===== src/skt_pkg.sv =====
// Shared command and status codes for the sorted key table.
`default_nettype none
package skt_pkg;

  typedef enum logic [1:0] {
    OP_INSERT = 2'd0,
    OP_SEARCH = 2'd1,
    OP_REMOVE = 2'd2,
    OP_LIST   = 2'd3
  } skt_op_t;

  typedef enum logic [2:0] {
    ST_INSERTED  = 3'd0,
    ST_FOUND     = 3'd1,
    ST_NOT_FOUND = 3'd2,
    ST_REMOVED   = 3'd3,
    ST_FULL      = 3'd4,
    ST_ENTRY     = 3'd5,
    ST_EMPTY     = 3'd6
  } skt_status_t;

endpackage
`default_nettype wire


===== src/skt_ram.sv =====
// Generic simple dual-port RAM: one write port, one registered read port.
`default_nettype none
module skt_ram #(
  parameter int WIDTH = 16,
  parameter int DEPTH = 16
) (
  input  wire logic                     clk,
  input  wire logic                     we,
  input  wire logic [$clog2(DEPTH)-1:0] waddr,
  input  wire logic [WIDTH-1:0]         wdata,
  input  wire logic [$clog2(DEPTH)-1:0] raddr,
  output logic      [WIDTH-1:0]         rdata
);

  logic [WIDTH-1:0] mem [DEPTH];

  always_ff @(posedge clk) begin
    if (we) begin
      mem[waddr] <= wdata;
    end
    rdata <= mem[raddr];
  end

endmodule
`default_nettype wire


===== src/sorted_key_table.sv =====
// Top level of the sorted key table: command sequencer around one key RAM.
//
// Keeps up to TABLE_DEPTH unsigned keys in ascending order (duplicates allowed)
// in a single RAM and walks it with one comparator, one entry per cycle for
// insert, search and remove. A request is taken only while the block is idle.
// Search stops at the first hit; insert into a full table and list of an
// empty table are answered in the cycle after acceptance, without a walk.
// List gives one result per stored key; once a result is taken, the next
// entry is re-read through the RAM's registered read port, so the list walk
// waits while the output is stalled. The block takes the next request once
// the last result of the current one has been taken. No clearing pass is
// needed after reset: only entries below the stored count are ever used.
`default_nettype none
module sorted_key_table
  import skt_pkg::*;
#(
  parameter int TABLE_DEPTH = 16,
  parameter int KEY_WIDTH   = 16
) (
  input  wire logic                               clk,
  input  wire logic                               rst_n,
  input  wire logic                               in_valid,
  output logic                                    in_stall,
  input  wire logic [1:0]                         in_op,
  input  wire logic [KEY_WIDTH-1:0]               in_key,
  output logic                                    out_valid,
  input  wire logic                               out_stall,
  output logic [2:0]                              out_status,
  output logic [KEY_WIDTH-1:0]                    out_entry_key,
  output logic [$clog2(TABLE_DEPTH+1)-1:0]        out_entry_count,
  output logic                                    out_last
);

  localparam int AW = $clog2(TABLE_DEPTH);
  localparam int CW = $clog2(TABLE_DEPTH + 1);

  typedef enum logic [1:0] {
    S_IDLE,
    S_ADDR,
    S_PROC,
    S_OUT
  } state_t;

  state_t               state_r, state_nxt;
  skt_op_t              op_r, op_nxt;
  logic [KEY_WIDTH-1:0] key_r, key_nxt;
  logic [KEY_WIDTH-1:0] carry_r, carry_nxt;
  logic [CW-1:0]        idx_r, idx_nxt;
  logic [CW-1:0]        cnt_r, cnt_nxt;
  logic                 flag_r, flag_nxt;

  logic                 out_valid_r, out_valid_nxt;
  skt_status_t          out_status_r, out_status_nxt;
  logic [KEY_WIDTH-1:0] out_key_r, out_key_nxt;
  logic [CW-1:0]        out_count_r, out_count_nxt;
  logic                 out_last_r, out_last_nxt;

  logic                 we;
  logic [AW-1:0]        waddr;
  logic [KEY_WIDTH-1:0] wdata;
  logic [AW-1:0]        raddr;
  logic [KEY_WIDTH-1:0] rdata;

  logic [CW-1:0]        idx_inc;
  logic [CW-1:0]        idx_dec;
  logic                 at_end;
  logic                 res_set;
  skt_status_t          res_status;
  logic [KEY_WIDTH-1:0] res_key;
  logic                 res_last;

  skt_ram #(
    .WIDTH(KEY_WIDTH),
    .DEPTH(TABLE_DEPTH)
  ) u_ram (
    .clk  (clk),
    .we   (we),
    .waddr(waddr),
    .wdata(wdata),
    .raddr(raddr),
    .rdata(rdata)
  );

  assign idx_inc = idx_r + CW'(1);
  assign idx_dec = idx_r - CW'(1);
  assign at_end  = (idx_r == cnt_r);

  // Read runs one entry ahead of the entry being processed.
  always_comb begin
    case (state_r)
      S_IDLE:  raddr = '0;
      S_ADDR:  raddr = idx_r[AW-1:0];
      S_PROC:  raddr = idx_inc[AW-1:0];
      default: raddr = idx_r[AW-1:0];
    endcase
  end

  always_comb begin
    state_nxt     = state_r;
    op_nxt        = op_r;
    key_nxt       = key_r;
    carry_nxt     = carry_r;
    idx_nxt       = idx_r;
    cnt_nxt       = cnt_r;
    flag_nxt      = flag_r;
    out_valid_nxt = out_valid_r;
    out_status_nxt = out_status_r;
    out_key_nxt   = out_key_r;
    out_count_nxt = out_count_r;
    out_last_nxt  = out_last_r;
    we            = 1'b0;
    waddr         = idx_r[AW-1:0];
    wdata         = carry_r;
    res_set       = 1'b0;
    res_status    = ST_NOT_FOUND;
    res_key       = key_r;
    res_last      = 1'b1;

    case (state_r)
      S_IDLE: begin
        if (in_valid) begin
          op_nxt    = skt_op_t'(in_op);
          key_nxt   = in_key;
          carry_nxt = in_key;
          idx_nxt   = '0;
          flag_nxt  = 1'b0;
          if (skt_op_t'(in_op) == OP_INSERT && cnt_r == CW'(TABLE_DEPTH)) begin
            res_set    = 1'b1;
            res_status = ST_FULL;
            res_key    = in_key;
          end else if (skt_op_t'(in_op) == OP_LIST && cnt_r == '0) begin
            res_set    = 1'b1;
            res_status = ST_EMPTY;
            res_key    = '0;
          end else begin
            state_nxt = S_PROC;
          end
        end
      end
      S_ADDR: begin
        state_nxt = S_PROC;
      end
      S_PROC: begin
        case (op_r)
          OP_INSERT: begin
            // Ripple the carried key forward from the insertion point.
            if (at_end) begin
              we         = 1'b1;
              cnt_nxt    = cnt_r + CW'(1);
              res_set    = 1'b1;
              res_status = ST_INSERTED;
            end else begin
              if (flag_r || rdata >= key_r) begin
                we        = 1'b1;
                carry_nxt = rdata;
                flag_nxt  = 1'b1;
              end
              idx_nxt = idx_inc;
            end
          end
          OP_SEARCH: begin
            if (at_end) begin
              res_set    = 1'b1;
              res_status = ST_NOT_FOUND;
            end else if (rdata == key_r) begin
              res_set    = 1'b1;
              res_status = ST_FOUND;
            end else begin
              idx_nxt = idx_inc;
            end
          end
          OP_REMOVE: begin
            if (at_end) begin
              res_set = 1'b1;
              if (flag_r) begin
                cnt_nxt    = cnt_r - CW'(1);
                res_status = ST_REMOVED;
              end else begin
                res_status = ST_NOT_FOUND;
              end
            end else begin
              // After the hit, every later entry moves up one place.
              if (flag_r) begin
                we    = 1'b1;
                waddr = idx_dec[AW-1:0];
                wdata = rdata;
              end else if (rdata == key_r) begin
                flag_nxt = 1'b1;
              end
              idx_nxt = idx_inc;
            end
          end
          default: begin
            res_set    = 1'b1;
            res_status = ST_ENTRY;
            res_key    = rdata;
            res_last   = (idx_inc == cnt_r);
            idx_nxt    = idx_inc;
          end
        endcase
      end
      S_OUT: begin
        if (!out_stall) begin
          out_valid_nxt = 1'b0;
          state_nxt     = out_last_r ? S_IDLE : S_ADDR;
        end
      end
      default: begin
        state_nxt = S_IDLE;
      end
    endcase

    if (res_set) begin
      out_valid_nxt  = 1'b1;
      out_status_nxt = res_status;
      out_key_nxt    = res_key;
      out_count_nxt  = cnt_nxt;
      out_last_nxt   = res_last;
      state_nxt      = S_OUT;
    end
  end

  always_ff @(posedge clk) begin
    if (!rst_n) begin
      state_r     <= S_IDLE;
      cnt_r       <= '0;
      out_valid_r <= 1'b0;
    end else begin
      state_r     <= state_nxt;
      cnt_r       <= cnt_nxt;
      out_valid_r <= out_valid_nxt;
    end
    op_r         <= op_nxt;
    key_r        <= key_nxt;
    carry_r      <= carry_nxt;
    idx_r        <= idx_nxt;
    flag_r       <= flag_nxt;
    out_status_r <= out_status_nxt;
    out_key_r    <= out_key_nxt;
    out_count_r  <= out_count_nxt;
    out_last_r   <= out_last_nxt;
  end

  assign in_stall        = (state_r != S_IDLE);
  assign out_valid       = out_valid_r;
  assign out_status      = out_status_r;
  assign out_entry_key   = out_key_r;
  assign out_entry_count = out_count_r;
  assign out_last        = out_last_r;

endmodule
`default_nettype wire


===== config.mk =====
export PLATFORM = sky130hd
export DESIGN_NAME = sorted_key_table
export DESIGN_NICKNAME = d
export VERILOG_FILES = /design/src/skt_pkg.sv /design/src/skt_ram.sv /design/src/sorted_key_table.sv
export SDC_FILE = /design/constraint.sdc
export NUM_CORES = 1
export LEC_CHECK = 0
export BUFFER_PORTS_ARGS = -buffer_cell sky130_fd_sc_hd__buf_2
export CAP_MARGIN = 20
export CORE_ASPECT_RATIO = 0.75
export CORE_UTILIZATION = 66
export DETAILED_ROUTE_END_ITERATION = 6
export GPL_TIMING_DRIVEN = 1
export PLACE_DENSITY_LB_ADDON = 0.08
export SYNTH_ARGS = -nofsm -noshare
export SYNTH_HDL_FRONTEND = slang
export SYNTH_SLANG_ARGS = --single-unit

===== constraint.sdc =====
create_clock -name clk -period 9.34 [get_ports clk]
set_input_delay 0.934 -clock clk [delete_from_list [all_inputs] [get_ports clk]]
set_output_delay 0.934 -clock clk [all_outputs]
set_load 0.02 [all_outputs]

==> flow_summary_export.csv <==
group,metric,value,unit
outcome,outcome,"finished clean",
detailed_routing,drtIter0Drc,1184,
critical_path,worstPathArrival,4.69,ns
power,p_sw_frac,0.335,
critical_path,critical-path-slowest-cell,"buf_4",
synthesis,synthDominantCellAreaShare,0.669,
synthesis,netlist.top_cell.by_area,"edfxtp_1",
clocking,clk_pin_slew_worst_paths,0.07,ns
clocking,cts_max_level,1,
sta,final-hold-violation-count,0,
power,ir_worst_vdd,235,µV
sta,setup_slack,5.08,ns
clocking,clock_latency,0.57,ns
synthesis,dominantRegCellSynth,"edfxtp_1",
global_route,number_of_global_route_vias_before_repair,8002,
detailed_routing,firstDrtPassIters,7,
synthesis,yosys_warnings,0,
sta,setup_repair_after_global_routing_missed_its_margin,"no",
synthesis,fraction_of_synthesis_flops_using_an_asynchronous_set_or_reset_pin,0,
final_layout,syn2layout_area_growth,12.9,%
critical_path,cpLargestDelayFamily,"buffers and inverters",
sta,max_slew_margin,0.270,
critical_path,timing.critical_path.buf_inv,2,
clocking,tritoncts,"built",
place,dpl_cell_area,15100,µm²
global_route,grt.overflow.total,0,
clocking,clock_path_buffers,3,
detailed_routing,routed_wire_length_per_instance,27.0,µm
sta,timing.final.crit_share,0.456,
final_layout,filler_cell_count,1219,
clocking,cts_buffers,31,
sta,worst_margin_pin_slew,1.10,ns
critical_path,cp_data_required_time,9.78,ns
critical_path,path_cells,"inv_1, ha_1, nor2_1, a21oi_4, buf_4, mux4_2, a22oi_1, nand2_1",
clocking,cts_resized,0,
detailed_routing,detailroute.via_count,8344,
synthesis,yosys-top-cells-area,"edfxtp_1 (67%), mux4_2 (10%), dfxtp_1 (3.3%), mux2_2 (2.6%), ha_1 (2.2%)",
place,port_buffers,48,
power,share_comb_of_total_power,0.341,
die,floorplan.core_area,21300,µm²
global_route,grt_antenna_before_repair,0,
die,initial_utilization,0.677,
job,maxCapViolations,0,
synthesis,post_synth_cell_types,50,
detailed_routing,ant_nets,0,
critical_path,flop2flop_setup_slack,5.08,ns
global_route,first_pass_grt_wire_length,48700,µm
place,gp_congestion,0.880,
sta,final-max-slew-violation-count,0,
power,p_leak,5.66,nW
die,fp.dieH,130,µm
synthesis,postSynthRegisterBits,345,
power,p_int,3.72,mW
power,clock_power_share,0.244,
detailed_routing,drt-total-wl,33000,µm
sta,fin_crit,4.26,ns
sta,finalSetupViolCount,0,
clocking,root_buffer_cell,"clkbuf_16",
final_layout,post_route_cells_drive_above_1_share,0.264,
sta,setup-tns-final,0,ns
detailed_routing,wl_met2,16000,µm
worst_hold_path,worstHoldPathType,"flop to flop",
critical_path,timing_worst_setup_path_type,"flop to flop",
global_route,globalRouteTotalUtil,0.296,
final_layout,antennaDiodeCount,0,
power,share_of_total_power_in_sequential_cells,0.415,
power,cellPowerDensity,344,nW/µm²
synthesis,synth.cell_area,14400,µm²
die,count_of_standard_cell_rows,46,
die,die_width,173,µm
synthesis,synth-edff-count,321,
clocking,postCtsSetupRepairBufs,0,
die,die_area,22400,µm²
final_layout,most_frequent_cells_in_the_layout,"edfxtp_1 (321), mux4_2 (64), buf_2 (48), inv_1 (42), nand2_1 (36)",
synthesis,avgSynthCellArea,17.1,µm²
synthesis,syn_nets,891,
critical_path,endpoint_kind,"flop",
critical_path,timing.critical_path.from_type,"flop",
final_layout,final_common_cell,"edfxtp_1",
clocking,clkSinkCount,345,
detailed_routing,detail_route.wirelength.met1,13400,µm
critical_path,cpPeakStageDelay,0.88,ns
die,design.portCount,49,
synthesis,synth_seq_area_share,0.702,
final_layout,num-nets-final,957,
place,hpwlAfterDp,19000,µm
critical_path,cp_max_fo,48,
place,pre_cts_ws,5.06,ns
detailed_routing,top_sig_layer,"met4",
global_route,grt_start_max_net_pins,65,
final_layout,finalInstanceArea,16300,µm²
detailed_routing,viasPerCell,6.82,
sta,clock-skew-final,0.0221,ns
detailed_routing,met3RoutedLength,2880,µm
detailed_routing,drt_drc_violations_left,0,
clocking,ctsHoldBuffers,0,
sta,achievable_clock_frequency,0.235,GHz
synthesis,synth_cells,844,
power,power_switching,1.87,mW
==> cell usage after synthesis, types with 3 or more instances <==
| library cell | count |
|---|---|
| a22oi_1 | 34 |
| buf_6 | 3 |
| mux4_2 | 64 |
| ha_1 | 25 |
| a211o_1 | 3 |
| dfxtp_1 | 24 |
| nand2_1 | 36 |
| edfxtp_1 | 321 |
| a21oi_1 | 37 |
| nor2b_1 | 4 |
| o21ai_0 | 13 |
| clkbuf_1 | 25 |
| buf_2 | 13 |
| a22o_1 | 15 |
| a222oi_1 | 12 |
| mux2i_1 | 5 |
| buf_1 | 3 |
| o31ai_1 | 7 |
| nand2b_1 | 4 |
| nand3_1 | 13 |
| nor2_1 | 38 |
| nor3_1 | 10 |
| xnor2_1 | 6 |
| xor2_1 | 10 |
| nand4_1 | 7 |
| and2_1 | 8 |
| mux2_2 | 33 |
| inv_1 | 42 |
==> layer usage <==
layer  track usage  vias up
met5             0        -
met4        0.0783        0
met3        0.0393       69
met2         0.480      477
met1         0.436     4289
li1              -     3509
==> final timing paths <==
kind                            from                endpoint  cells past startpoint
max          state_r[0]$_SDFFE_PN0P_  u_ram.rdata[7]$_DFF_P_                      8
min           out_valid$_SDFFE_PN0P_  out_valid$_SDFFE_PN0P_                      2
max reg2reg  state_r[0]$_SDFFE_PN0P_  u_ram.rdata[7]$_DFF_P_                      8
min reg2reg   out_valid$_SDFFE_PN0P_  out_valid$_SDFFE_PN0P_                      2
==> cell type report <==
| class | instances | area (µm²) | area share |
|---|---|---|---|
| multi-input combinational | 412 | 4020 | 0.247 |
| clock buffer | 37 | 818 | 0.0503 |
| timing repair buffer | 77 | 504 | 0.0310 |
| clock inverter | 21 | 284 | 0.0175 |
| tap | 288 | 360 | 0.0222 |
| inverter | 43 | 161 | 0.00992 |
| sequential | 345 | 10100 | 0.622 |
==> stage by stage <==
stage | util | hold WS [ns] | std cells | power [mW]
2_1_floorplan | - | 0.508 | 844 | 3.62
3_3_place_gp | 0.708 | 0.462 | 1159 | 4.08
3_5_place_dp | 0.709 | 0.491 | 1160 | 4.18
4_1_cts | 0.760 | 0.504 | 1218 | 5.56
5_1_grt | 0.764 | 0.575 | 1223 | 5.82
6_report | 0.764 | 0.506 | 1223 | 5.60
==> state kept, by name (all words and copies together) (netlist names), 3 cells and up <==
name,count
u_ram.mem,256
carry_r,16
key_r,16
out_entry_key,16
u_ram.rdata,16
cnt_r,5
idx_r,5
out_entry_count,5
out_status,3
==> worst reg2reg max path: stages, from the launching register on <==
cell and delay, ns:
dfxtp_1 0.36, inv_1 0.12, ha_1 0.74, nor2_1 0.33
a21oi_4 0.75, buf_4 0.88, mux4_2 0.63, a22oi_1 0.23
nand2_1 0.10
==> cell families after synthesis <==
kind of cell / synth area share
AO/OA/AOI/OAI: 0.0686
multiplexers: 0.129
AND/OR/NAND/NOR: 0.0433
buffers and inverters: 0.0253
adder cells (fa/ha/maj): 0.0217
flip-flops: 0.702
XOR/XNOR: 0.00972
==> power groups by stage <==
stage / registers, mW / clock network [mW] / logic [mW]
2_1_floorplan: 2.27 / 0 / 1.35
3_3_place_gp: 2.34 / 0 / 1.74
3_5_place_dp: 2.34 / 0 / 1.84
4_1_cts: 2.32 / 1.38 / 1.86
5_1_grt: 2.34 / 1.43 / 2.05
6_report: 2.32 / 1.37 / 1.91
(Power assumes the default switching activity.)
